<file path="config.mk">
export PLATFORM = sky130hd
export DESIGN_NAME = packet_crc16_modbus_flat
export DESIGN_NICKNAME = d
export VERILOG_FILES = /design/src/pcrc_pkg.sv /design/src/pcrc_req_if.sv /design/src/pcrc_rsp_if.sv /design/src/packet_crc16_modbus.sv /design/src/pcrc_queue.sv /design/src/pcrc_front.sv /design/src/pcrc_back.sv /design/src/flat_wrapper.sv
export SDC_FILE = /design/constraint.sdc
export NUM_CORES = 1
export LEC_CHECK = 0
export BUFFER_PORTS_ARGS = -buffer_cell sky130_fd_sc_hd__buf_2
export CAP_MARGIN = 5
export CELL_PAD_IN_SITES_DETAIL_PLACEMENT = 0
export CELL_PAD_IN_SITES_GLOBAL_PLACEMENT = 1
export CORE_ASPECT_RATIO = 0.6
export CORE_UTILIZATION = 44
export CTS_CLUSTER_DIAMETER = 80
export DETAILED_ROUTE_END_ITERATION = 16
export PLACE_DENSITY = 0.76
export SYNTH_ARGS = -nofsm -noshare
export SYNTH_HDL_FRONTEND = slang
export SYNTH_HIERARCHICAL = 1
export SYNTH_SLANG_ARGS = --single-unit
export TNS_END_PERCENT = 5
</file>
<file path="constraint.sdc">
create_clock -name clock -period 3 [get_ports clock]
set_input_delay 0 -clock clock [delete_from_list [all_inputs] [get_ports clock]]
set_output_delay 0 -clock clock [all_outputs]
set_load 0.05 [all_outputs]
</file>
<file path="src/pcrc_pkg.sv">
package pcrc_pkg;

   localparam int unsigned BYTE_W        = 8;
   localparam int unsigned CRC_W         = 16;
   localparam int unsigned QUEUE_DEPTH   = 4;
   localparam int unsigned MODE_DATA_BIT = 7;

   localparam logic [CRC_W-1:0] CRC_POLY = 16'hA001;
   localparam logic [CRC_W-1:0] CRC_INIT = 16'hFFFF;

   localparam logic [2:0] PH_SOURCE = 3'd0;
   localparam logic [2:0] PH_ID     = 3'd1;
   localparam logic [2:0] PH_TTL    = 3'd2;
   localparam logic [2:0] PH_MODE   = 3'd3;
   localparam logic [2:0] PH_SIZE   = 3'd4;
   localparam logic [2:0] PH_DATA   = 3'd5;
   localparam logic [2:0] PH_CK_LO  = 3'd6;
   localparam logic [2:0] PH_CK_HI  = 3'd7;

   typedef struct packed {
      logic [BYTE_W-1:0] data;
      logic              restart;
      logic              last;
      logic              check;
   } pcrc_item_type;

   typedef struct packed {
      logic full;
      logic empty;
   } pcrc_qstat_type;

   function automatic logic [CRC_W-1:0] crc_byte(input logic [CRC_W-1:0] crc,
                                                 input logic [BYTE_W-1:0] b);
      logic [CRC_W-1:0] c;
      c = crc ^ {{(CRC_W-BYTE_W){1'b0}}, b};
      for (int k = 0; k < BYTE_W; k++) begin
         c = c[0] ? ((c >> 1) ^ CRC_POLY) : (c >> 1);
      end
      return c;
   endfunction

endpackage

</file>
<file path="src/pcrc_req_if.sv">
interface pcrc_req_if;
   logic       valid;
   logic       ready;
   logic [7:0] packet_byte;
   logic       start_of_packet;

   modport source (output valid, output packet_byte, output start_of_packet, input ready);
   modport sink   (input valid, input packet_byte, input start_of_packet, output ready);
endinterface

</file>
<file path="src/pcrc_rsp_if.sv">
interface pcrc_rsp_if;
   logic        valid;
   logic        ready;
   logic [15:0] crc_value;
   logic        crc_ok;

   modport source (output valid, output crc_value, output crc_ok, input ready);
   modport sink   (input valid, input crc_value, input crc_ok, output ready);
endinterface

</file>
<file path="src/packet_crc16_modbus.sv">
// a result is registered: the last byte of its packet passes through the queue and then the result register
// throughput: one byte per cycle while the queue is not full, set by the combinational 8-bit crc update in the back end
// a short byte queue sits between the field parser and the crc engine
// reset (synchronous, active high) clears the parser to the source field, empties the
// queue, loads the crc with 0xffff, drops any pending result and clears check_mode
module packet_crc16_modbus
   import pcrc_pkg::*;
#(
   parameter int unsigned QDEPTH = QUEUE_DEPTH
) (
   input  logic        clock,
   input  logic        reset,
   input  logic        csr_wr_en,
   input  logic        csr_wr_data,
   pcrc_req_if.sink    req_port,
   pcrc_rsp_if.source  rsp_port
);

   logic           check_mode_ff;
   logic           push;
   logic           pop;
   pcrc_item_type  push_item;
   pcrc_item_type  pop_item;
   pcrc_qstat_type qstat;

   always_ff @(posedge clock) begin
      if (reset) begin
         check_mode_ff <= 1'b0;
      end else if (csr_wr_en) begin
         check_mode_ff <= csr_wr_data;
      end
   end

   pcrc_front u_front (
      .clock      (clock),
      .reset      (reset),
      .check_mode (check_mode_ff),
      .req_port   (req_port),
      .qstat      (qstat),
      .push       (push),
      .push_item  (push_item)
   );

   pcrc_queue #(
      .DEPTH (QDEPTH)
   ) u_queue (
      .clock     (clock),
      .reset     (reset),
      .push      (push),
      .push_item (push_item),
      .pop       (pop),
      .pop_item  (pop_item),
      .stat      (qstat)
   );

   pcrc_back u_back (
      .clock    (clock),
      .reset    (reset),
      .pop_item (pop_item),
      .qstat    (qstat),
      .pop      (pop),
      .rsp_port (rsp_port)
   );

`ifndef SYNTHESIS
   a_ok_means_zero: assert property (@(posedge clock) disable iff (reset)
      rsp_port.valid && rsp_port.crc_ok |-> rsp_port.crc_value == '0)
      else $error("crc_ok set with nonzero crc");

   a_reset_clears_rsp: assert property (@(posedge clock)
      reset |=> !rsp_port.valid)
      else $error("result valid right after reset");

   a_push_lands: assert property (@(posedge clock) disable iff (reset)
      req_port.valid && req_port.ready |=> !qstat.empty)
      else $error("transferred byte missing from queue");

   a_queue_flags: assert property (@(posedge clock) disable iff (reset)
      !(qstat.full && qstat.empty))
      else $error("queue both full and empty");
`endif

endmodule

</file>
<file path="src/pcrc_queue.sv">
module pcrc_queue
   import pcrc_pkg::*;
#(
   parameter int unsigned DEPTH = QUEUE_DEPTH
) (
   input  logic           clock,
   input  logic           reset,
   input  logic           push,
   input  pcrc_item_type  push_item,
   input  logic           pop,
   output pcrc_item_type  pop_item,
   output pcrc_qstat_type stat
);

   localparam int unsigned PTR_W = $clog2(DEPTH);
   localparam int unsigned CNT_W = $clog2(DEPTH + 1);

   pcrc_item_type    entries_ff [DEPTH];
   logic [PTR_W-1:0] wr_ptr_ff, wr_ptr_in;
   logic [PTR_W-1:0] rd_ptr_ff, rd_ptr_in;
   logic [CNT_W-1:0] count_ff, count_in;

   always_comb begin
      wr_ptr_in = wr_ptr_ff;
      rd_ptr_in = rd_ptr_ff;
      count_in  = count_ff;
      if (push) begin
         wr_ptr_in = (wr_ptr_ff == PTR_W'(DEPTH - 1)) ? '0 : wr_ptr_ff + PTR_W'(1);
      end
      if (pop) begin
         rd_ptr_in = (rd_ptr_ff == PTR_W'(DEPTH - 1)) ? '0 : rd_ptr_ff + PTR_W'(1);
      end
      if (push && !pop) begin
         count_in = count_ff + CNT_W'(1);
      end else if (pop && !push) begin
         count_in = count_ff - CNT_W'(1);
      end
   end

   always_ff @(posedge clock) begin
      if (reset) begin
         wr_ptr_ff <= '0;
         rd_ptr_ff <= '0;
         count_ff  <= '0;
      end else begin
         wr_ptr_ff <= wr_ptr_in;
         rd_ptr_ff <= rd_ptr_in;
         count_ff  <= count_in;
      end
   end

   always_ff @(posedge clock) begin
      if (push) begin
         entries_ff[wr_ptr_ff] <= push_item;
      end
   end

   assign pop_item   = entries_ff[rd_ptr_ff];
   assign stat.full  = (count_ff == CNT_W'(DEPTH));
   assign stat.empty = (count_ff == '0);

endmodule

</file>
<file path="src/pcrc_front.sv">
module pcrc_front
   import pcrc_pkg::*;
(
   input  logic           clock,
   input  logic           reset,
   input  logic           check_mode,
   pcrc_req_if.sink       req_port,
   input  pcrc_qstat_type qstat,
   output logic           push,
   output pcrc_item_type  push_item
);

   logic [2:0]        phase_ff, phase_in;
   logic [BYTE_W-1:0] remaining_ff, remaining_in;
   logic              restart;
   logic              done;
   logic [2:0]        phase_cur;
   logic [BYTE_W-1:0] remaining_cur;
   logic [BYTE_W-1:0] remaining_dec;

   assign req_port.ready = !qstat.full;
   assign push           = req_port.valid && req_port.ready;

   always_comb begin
      restart       = req_port.start_of_packet || (phase_ff == PH_SOURCE);
      phase_cur     = restart ? PH_SOURCE : phase_ff;
      remaining_cur = restart ? '0 : remaining_ff;
      remaining_dec = remaining_cur - BYTE_W'(1);
      phase_in      = phase_cur;
      remaining_in  = remaining_cur;
      done          = 1'b0;
      unique case (phase_cur)
         PH_SOURCE: phase_in = PH_ID;
         PH_ID:     phase_in = PH_TTL;
         PH_TTL:    phase_in = PH_MODE;
         PH_MODE: begin
            if (req_port.packet_byte[MODE_DATA_BIT]) begin
               phase_in = PH_SIZE;
            end else if (check_mode) begin
               phase_in = PH_CK_LO;
            end else begin
               done = 1'b1;
            end
         end
         PH_SIZE: begin
            remaining_in = req_port.packet_byte;
            if (req_port.packet_byte != '0) begin
               phase_in = PH_DATA;
            end else if (check_mode) begin
               phase_in = PH_CK_LO;
            end else begin
               done = 1'b1;
            end
         end
         PH_DATA: begin
            remaining_in = remaining_dec;
            if (remaining_dec == '0) begin
               if (check_mode) begin
                  phase_in = PH_CK_LO;
               end else begin
                  done = 1'b1;
               end
            end
         end
         PH_CK_LO: phase_in = PH_CK_HI;
         PH_CK_HI: done = 1'b1;
      endcase
      if (done) begin
         phase_in     = PH_SOURCE;
         remaining_in = '0;
      end
   end

   always_ff @(posedge clock) begin
      if (reset) begin
         phase_ff     <= PH_SOURCE;
         remaining_ff <= '0;
      end else if (push) begin
         phase_ff     <= phase_in;
         remaining_ff <= remaining_in;
      end
   end

   assign push_item.data    = req_port.packet_byte;
   assign push_item.restart = restart;
   assign push_item.last    = done;
   assign push_item.check   = check_mode;

endmodule

</file>
<file path="src/pcrc_back.sv">
module pcrc_back
   import pcrc_pkg::*;
(
   input  logic           clock,
   input  logic           reset,
   input  pcrc_item_type  pop_item,
   input  pcrc_qstat_type qstat,
   output logic           pop,
   pcrc_rsp_if.source     rsp_port
);

   logic [CRC_W-1:0] crc_ff, crc_in;
   logic             rsp_valid_ff, rsp_valid_in;
   logic [CRC_W-1:0] rsp_crc_ff;
   logic             rsp_ok_ff;
   logic             out_free;

   assign out_free = !rsp_valid_ff || rsp_port.ready;
   assign pop      = !qstat.empty && (!pop_item.last || out_free);
   assign crc_in   = crc_byte(pop_item.restart ? CRC_INIT : crc_ff, pop_item.data);

   always_comb begin
      rsp_valid_in = rsp_valid_ff && !rsp_port.ready;
      if (pop && pop_item.last) begin
         rsp_valid_in = 1'b1;
      end
   end

   always_ff @(posedge clock) begin
      if (reset) begin
         crc_ff       <= CRC_INIT;
         rsp_valid_ff <= 1'b0;
      end else begin
         rsp_valid_ff <= rsp_valid_in;
         if (pop) begin
            crc_ff <= crc_in;
         end
      end
   end

   // result register, loaded on the last byte of a packet
   always_ff @(posedge clock) begin
      if (pop && pop_item.last) begin
         rsp_crc_ff <= crc_in;
         rsp_ok_ff  <= pop_item.check && (crc_in == '0);
      end
   end

   assign rsp_port.valid     = rsp_valid_ff;
   assign rsp_port.crc_value = rsp_crc_ff;
   assign rsp_port.crc_ok    = rsp_ok_ff;

endmodule

</file>
<file path="src/flat_wrapper.sv">
// flat-port wrapper written by rule: the top's interface ports become plain ports
module packet_crc16_modbus_flat import pcrc_pkg::*;
#(
   parameter int unsigned QDEPTH = QUEUE_DEPTH
)
  (clock, reset, csr_wr_en, csr_wr_data, req_port_valid, req_port_packet_byte, req_port_start_of_packet, req_port_ready, rsp_port_valid, rsp_port_crc_value, rsp_port_crc_ok, rsp_port_ready);
  pcrc_req_if req_port_i ();
  pcrc_rsp_if rsp_port_i ();
  input  logic clock;
  input  logic reset;
  input  logic csr_wr_en;
  input  logic csr_wr_data;
  input wire logic [$bits(req_port_i.valid)-1:0] req_port_valid;
  input wire logic [$bits(req_port_i.packet_byte)-1:0] req_port_packet_byte;
  input wire logic [$bits(req_port_i.start_of_packet)-1:0] req_port_start_of_packet;
  output wire logic [$bits(req_port_i.ready)-1:0] req_port_ready;
  output wire logic [$bits(rsp_port_i.valid)-1:0] rsp_port_valid;
  output wire logic [$bits(rsp_port_i.crc_value)-1:0] rsp_port_crc_value;
  output wire logic [$bits(rsp_port_i.crc_ok)-1:0] rsp_port_crc_ok;
  input wire logic [$bits(rsp_port_i.ready)-1:0] rsp_port_ready;
  assign req_port_i.valid = req_port_valid;
  assign req_port_i.packet_byte = req_port_packet_byte;
  assign req_port_i.start_of_packet = req_port_start_of_packet;
  assign req_port_ready = req_port_i.ready;
  assign rsp_port_valid = rsp_port_i.valid;
  assign rsp_port_crc_value = rsp_port_i.crc_value;
  assign rsp_port_crc_ok = rsp_port_i.crc_ok;
  assign rsp_port_i.ready = rsp_port_ready;
  packet_crc16_modbus #(.QDEPTH(QDEPTH)) u_core (.clock(clock), .reset(reset), .csr_wr_en(csr_wr_en), .csr_wr_data(csr_wr_data), .req_port(req_port_i), .rsp_port(rsp_port_i));
endmodule
</file>
---- Word level (Yosys, flattened, before mapping) ----
Memories as Yosys holds them, arrays and structs flattened. A register that Yosys moved wholly into a read port is not among the register bits.
Index checks and enable logic that the tools add are counted.
storage, ports and cells
  input port bits ......................... 15
  memories ................................ 1
  bits in registers ....................... 53
  logic and storage cells ................. 92
  memory bits (writable) .................. 44
cells by class
  reduce and logical (&&, ||, !) cells .... 24
  bitwise operators ....................... 9
  eq/ne operators ......................... 10
  add/subtract/negate cells ............... 5
  mux-type cells .......................... 33
memories
  name                       words  bits a word  read ports  clocked after Yosys merged registers in  write ports  RTL line          RTL
  u_core.u_queue.entries_ff  4      11           1           1                                        1            pcrc_queue.sv:18  pcrc_item_type entries_ff [DEPTH];
operators by type and width
  kind                                                                   number
  16-bit 2-to-1 mux                                                      9
  3-bit 2-to-1 mux                                                       8
  2-bit NOT with 3-bit output                                            8
  3-bit one-hot mux with 7 select lines                                  1
  16-bit logical NOT                                                     1
  8-bit 2-to-1 mux                                                       2
  8-bit one-hot mux with 2 select lines                                  1
  16-bit by 8-bit XOR with 16-bit output                                 1
  3-bit equality test, second input constant                             5
  3-bit logical NOT                                                      3
  8-bit logical NOT                                                      1
  2-bit 2-to-1 mux                                                       4
  8-bit nonzero test                                                     1
  8-bit by 1-bit subtractor with 8-bit output, second input constant     1
  1-bit logical AND                                                      7
  1-bit logical NOT                                                      7
  1-bit 2-to-1 mux                                                       7
  3-bit by 2-bit equality test with 1-bit output, second input constant  2
  2-bit by 1-bit adder with 2-bit output, second input constant          2
  2-bit equality test, second input constant                             2
  1-bit one-hot mux with 4 select lines                                  1
  3-bit by 1-bit adder with 3-bit output, second input constant          1
  3-bit by 1-bit equality test with 1-bit output, second input constant  1
  1-bit logical OR                                                       3
  other kinds (2)                                                        2

---- Logic depth before layout (Yosys ltp) ----
  word-level depth ........................ 20
  depth in mapped cells ................... 13
  gate-level depth less buffers ........... 12

---- By module ----
The synthesis kept the hierarchy.
modules (own cells, without submodules)
  module               instances  cells each  area each (µm²)  seq. area each (µm²)
  pcrc_queue           1          101         2029.4           1501.4
  pcrc_back            1          146         1585.3           850.8
  pcrc_front           1          158         1129.8           220.2
  packet_crc16_modbus  1          3           33.8             20.0

---- Worst setup path after synthesis ----
Ideal clock, no wire load.
  path type ............................... register to register
  start point ............................. register (tool-made name)
  end point ............................... register u_core.u_back.rsp_ok_ff, in the netlist u_core/u_back/rsp_port.crc_ok, data pin
  cell stages (with the launch flop) ...... 11
  period minus slack after synthesis ...... 3278 ps
  arrival time ............................ 3014 ps
  path slack .............................. -278 ps
  required time ........................... 2736 ps
  cells stage by stage .................... dfxtp_1 > buf_6 > mux4_2 > xnor2_2 > xnor3_1 > xnor3_2 > inv_1 > ha_1 > xnor3_1 > xnor3_2 > nor3_2
RTL lines
  item                  RTL line         RTL
  to (signal assigned)  pcrc_back.sv:45  rsp_ok_ff <= pop_item.check && (crc_in == '0);
  to (decl)             pcrc_back.sv:15  logic rsp_ok_ff;

==> reports/qor.csv <==
stage,metric,value,unit
synth,Synth Instances,408,
grt,largest net degree at the start of global routing,21,
setup_path,worst path required time,3.21,ns
setup_path,CP Cell Sequence,mux4_1 -> xnor2_1 -> xnor3_1 -> xnor3_2 -> inv_2 -> ha_4 -> xnor3_1 -> xnor3_2 -> nor2_1 -> o21ai_1,
drt,drt drc,0,
floorplanning,initial core utilization,45.3,%
setup_path,crit-path max FO,7,
synth,Post-synth EDFFs,61,
grt,first-pass GRT wire length,16800,um
placement,hpwl dp,7990,um
setup_path,crit end category,flop,
drt,WL final,10700,um
setup_path,R2R Setup Slk,0.003,ns
setup_path,Max stage delay on crit path,0.61,ns
synth,sequential share of the synthesized area,54.3,%
floorplanning,Die X-Extent,137,um
pwr,Design Power,7.69,mW
synth,synth warn,6,
final_layout,# diodes,0,
floorplanning,# IOs,34,
setup_path,"Slowest-stage cell, CP",mux4_1,
pwr,VDD IR max,0.00105,V
setup_path,crit path launch type,flop,
sta,Tightest Pin Transition,0.728,ns
placement,number of port buffers,33,
sta,skew final,0.00774,ns
cts,CTS Buf Count,9,
drt,Avg WL per Cell,17.5,um
grt,initial antenna violation count,0,
drt,DR pass1 iterations,4,
final_layout,"commonest non-fill, non-tap cells in the layout","edfxtp_1, nand2_1, dfxtp_1",
cts,htree depth,3,
hold_path,Tightest Hold Check Type,in2reg,
pwr,cell leakage power,2.14,nW
pwr,Pwr Density,1360,mW/mm^2
grt,GRT Overall Usage,20.7,%
placement,DP Area,0.00520,sq mm
drt,total number of vias,3330,
sta,"Hold Vio Cnt, Final",0,
sta,final worst path period need,3.00,ns
synth,Seq cells post-synth,99,
setup_path,cell family with the largest share of critical-path delay,XOR/XNOR gates,
setup_path,critical path arrival,3.21,ns
synth,cell area after synthesis,0.00478,sq mm
sta,fmax,334,MHz
sta,Max transition margin,51.0,%
cts,maximum buffer depth of the clock tree,2,
synth,syn_area_per_cell,11.7,sq um
floorplanning,Die Span Y,82.7,um
final_layout,post-route cell area,0.00566,sq mm
cts,Post-CTS Setup Bufs,0,
grt,vias in the first global route,3086,
grt,total global routing overflow,0,
cts,CTS tree,done,
floorplanning,Die Footprint,0.0113,sq mm
drt,routed vias/inst,5.43,
setup_path,CP Class,reg2reg,
drt,DRT antenna net count,0,
sta,unrepaired setup endpoints after global routing,yes,
placement,Placer Congestion,0.844,
floorplanning,Core ar.,0.0106,sq mm
status,run status,finished clean,
sta,period utilisation layout,99.9,%
cts,clk slew on worst S/H paths,0.07,ns
floorplanning,FP Rows,29,
drt,DR iter-0 viols,277,
cts,Clock Root Buffer,clkbuf_16,
synth,ys async rst share,0,%
setup_path,CP bufs+invs,1,
cts,count of clock tree sinks,99,
sta,final setup fails,0,
cts,worst-skew pair later-pin latency,0.35,ns
final_layout,area grow syn2layout,18.5,%
final_layout,Post-layout nets,494,
sta,final hold slack,0.0237,ns
synth,post-synth cell types,65,
sta,"Slew Viols, Final",0,
flow_run,Max Cap Viol,0,
final_layout,layout cells sized above 1,24.1,%
synth,Main synth FF type,edfxtp_1,
synth,"Net Count, Synth",433,
final_layout,"commonest non-fill, non-tap cell in the layout",edfxtp_1,
-- where the power goes --
group | internal, mW | switching [mW]
Combinational | 2.03 | 2.25
Clock | 0.755 | 0.484
Sequential | 1.97 | 0.199
Total | 4.75 | 2.93
-- cell families (layout without fill, tap and decap cells) --
| family | count (synthesis) | in the layout | share of synthesized area (%) |
|---|---|---|---|
| xor+xnor | 32 | 32 | 7.54 |
| buf+inv | 47 | 113 | 5.32 |
| fa+ha+maj | 10 | 10 | 2.78 |
| flops | 99 | 99 | 54.3 |
| simple gates | 143 | 143 | 15.2 |
| compound gates | 59 | 59 | 8.22 |
| mux | 18 | 18 | 6.73 |
-- registers in the layout, summed over array words and instances (netlist names), named ones only --
register and flops:
u_core/u_back/rsp_port.crc_ok 1, u_core/u_queue/entries_ff 44, u_core/u_front/remaining_ff 8, u_core/u_queue/count_ff 3
u_core/u_back/rsp_port.valid 1, u_core/u_queue/wr_ptr_ff 2, u_core/u_back/rsp_port.crc_value 16, u_core/u_back/crc_ff 16
u_core/u_front/phase_ff 3, u_core/u_queue/rd_ptr_ff 2, u_core/check_mode_ff 1
-- repair_timing --
item / CTS / global route
gates cloned: 0 / 0
pin swaps: 2 / 0
hold buffers: 11 / 0
gates resized for setup: 4 / 3
endpoints found under the setup margin: 3 / 4
endpoints found under the hold margin: 34 / 0
-- layout make-up --
class,instances,area [sq um]
clock inverters,4,73.8
inverters,21,78.8
well taps,139,174
flip-flops and latches,99,2600
clock buffers,12,246
repair buffers,76,519
fillers,895,4900
multi-input cells,262,1970
-- worst reg2reg max path, cell delays in order, from the launching register on --
cell     delay [ns]
dfxtp_4        0.42
mux4_1         0.61
xnor2_1        0.16
xnor3_1        0.41
xnor3_2        0.26
inv_2          0.05
ha_4           0.29
xnor3_1        0.23
xnor3_2        0.27
nor2_1         0.10
o21ai_1        0.07
-- cells in the mapped netlist (2+ instances only) --
cell type | count | area [sq um]
a21o_1 | 3 | 22.5
a21oi_1 | 10 | 50.1
a31oi_1 | 6 | 37.5
a41oi_1 | 2 | 17.5
and2_1 | 7 | 43.8
buf_4 | 11 | 82.6
buf_6 | 2 | 22.5
clkbuf_1 | 10 | 37.5
clkbuf_8 | 2 | 27.5
dfxtp_1 | 38 | 761
edfxtp_1 | 61 | 1830
ha_1 | 9 | 113
inv_1 | 20 | 75.1
mux2i_1 | 7 | 70.1
mux4_2 | 10 | 225
nand2_1 | 40 | 150
nand3_1 | 12 | 60.1
nand3b_1 | 2 | 15.0
nand4_1 | 3 | 18.8
nor2_1 | 35 | 131
nor2_2 | 3 | 18.8
nor2b_1 | 6 | 37.5
nor3_1 | 6 | 30.0
nor3b_1 | 4 | 30.0
nor4_1 | 2 | 12.5
nor4b_1 | 2 | 17.5
o211ai_1 | 7 | 52.6
o21a_1 | 2 | 15.0
o21ai_0 | 10 | 50.1
o21ai_1 | 2 | 10.0
o22ai_1 | 2 | 12.5
o31ai_1 | 3 | 22.5
o41ai_1 | 2 | 17.5
or2_2 | 5 | 31.3
or3_1 | 3 | 18.8
or4_1 | 3 | 22.5
xnor2_1 | 20 | 175
xnor2_2 | 3 | 48.8
xnor3_1 | 2 | 45.0
xnor3_2 | 2 | 47.6
xor2_1 | 5 | 43.8
-- per-stage QoR --
stage | TNS, ns | setup WS [ns] | instances | utilization [%]
6_report | 0 | 0.00339 | 613 | 53.6
5_1_grt | -0.300 | -0.138 | 613 | 53.6
4_1_cts | -0.0324 | -0.0324 | 613 | 53.5
3_5_place_dp | -0.259 | -0.111 | 586 | 49.2
3_3_place_gp | 0 | 0.0122 | 586 | 49.2
2_1_floorplan | -0.106 | -0.0495 | 408 | -
-- layer usage --
metal | routed length, um | global-route usage (%) | vias up
met2 | 4300 | 28.9 | 106
met1 | 5510 | 31.3 | 1636
met4 | 90 | 5.00 | 0
met5 | 0 | 0 | -
li1 | - | - | 1579
met3 | 812 | 5.56 | 9
-- worst paths after layout --
kind	startpoint	end	depth (start not counted)
worst max-delay path	flop	u_core/u_back/crc_ff[13]	10
worst min-delay path	reset	u_core/u_queue/wr_ptr_ff[1]	2
worst max register to register	flop	u_core/u_back/crc_ff[13]	10
worst min register to register	u_core/u_back/crc_ff[9]	u_core/u_back/crc_ff[9]	2
(Power assumes the default switching activity.)
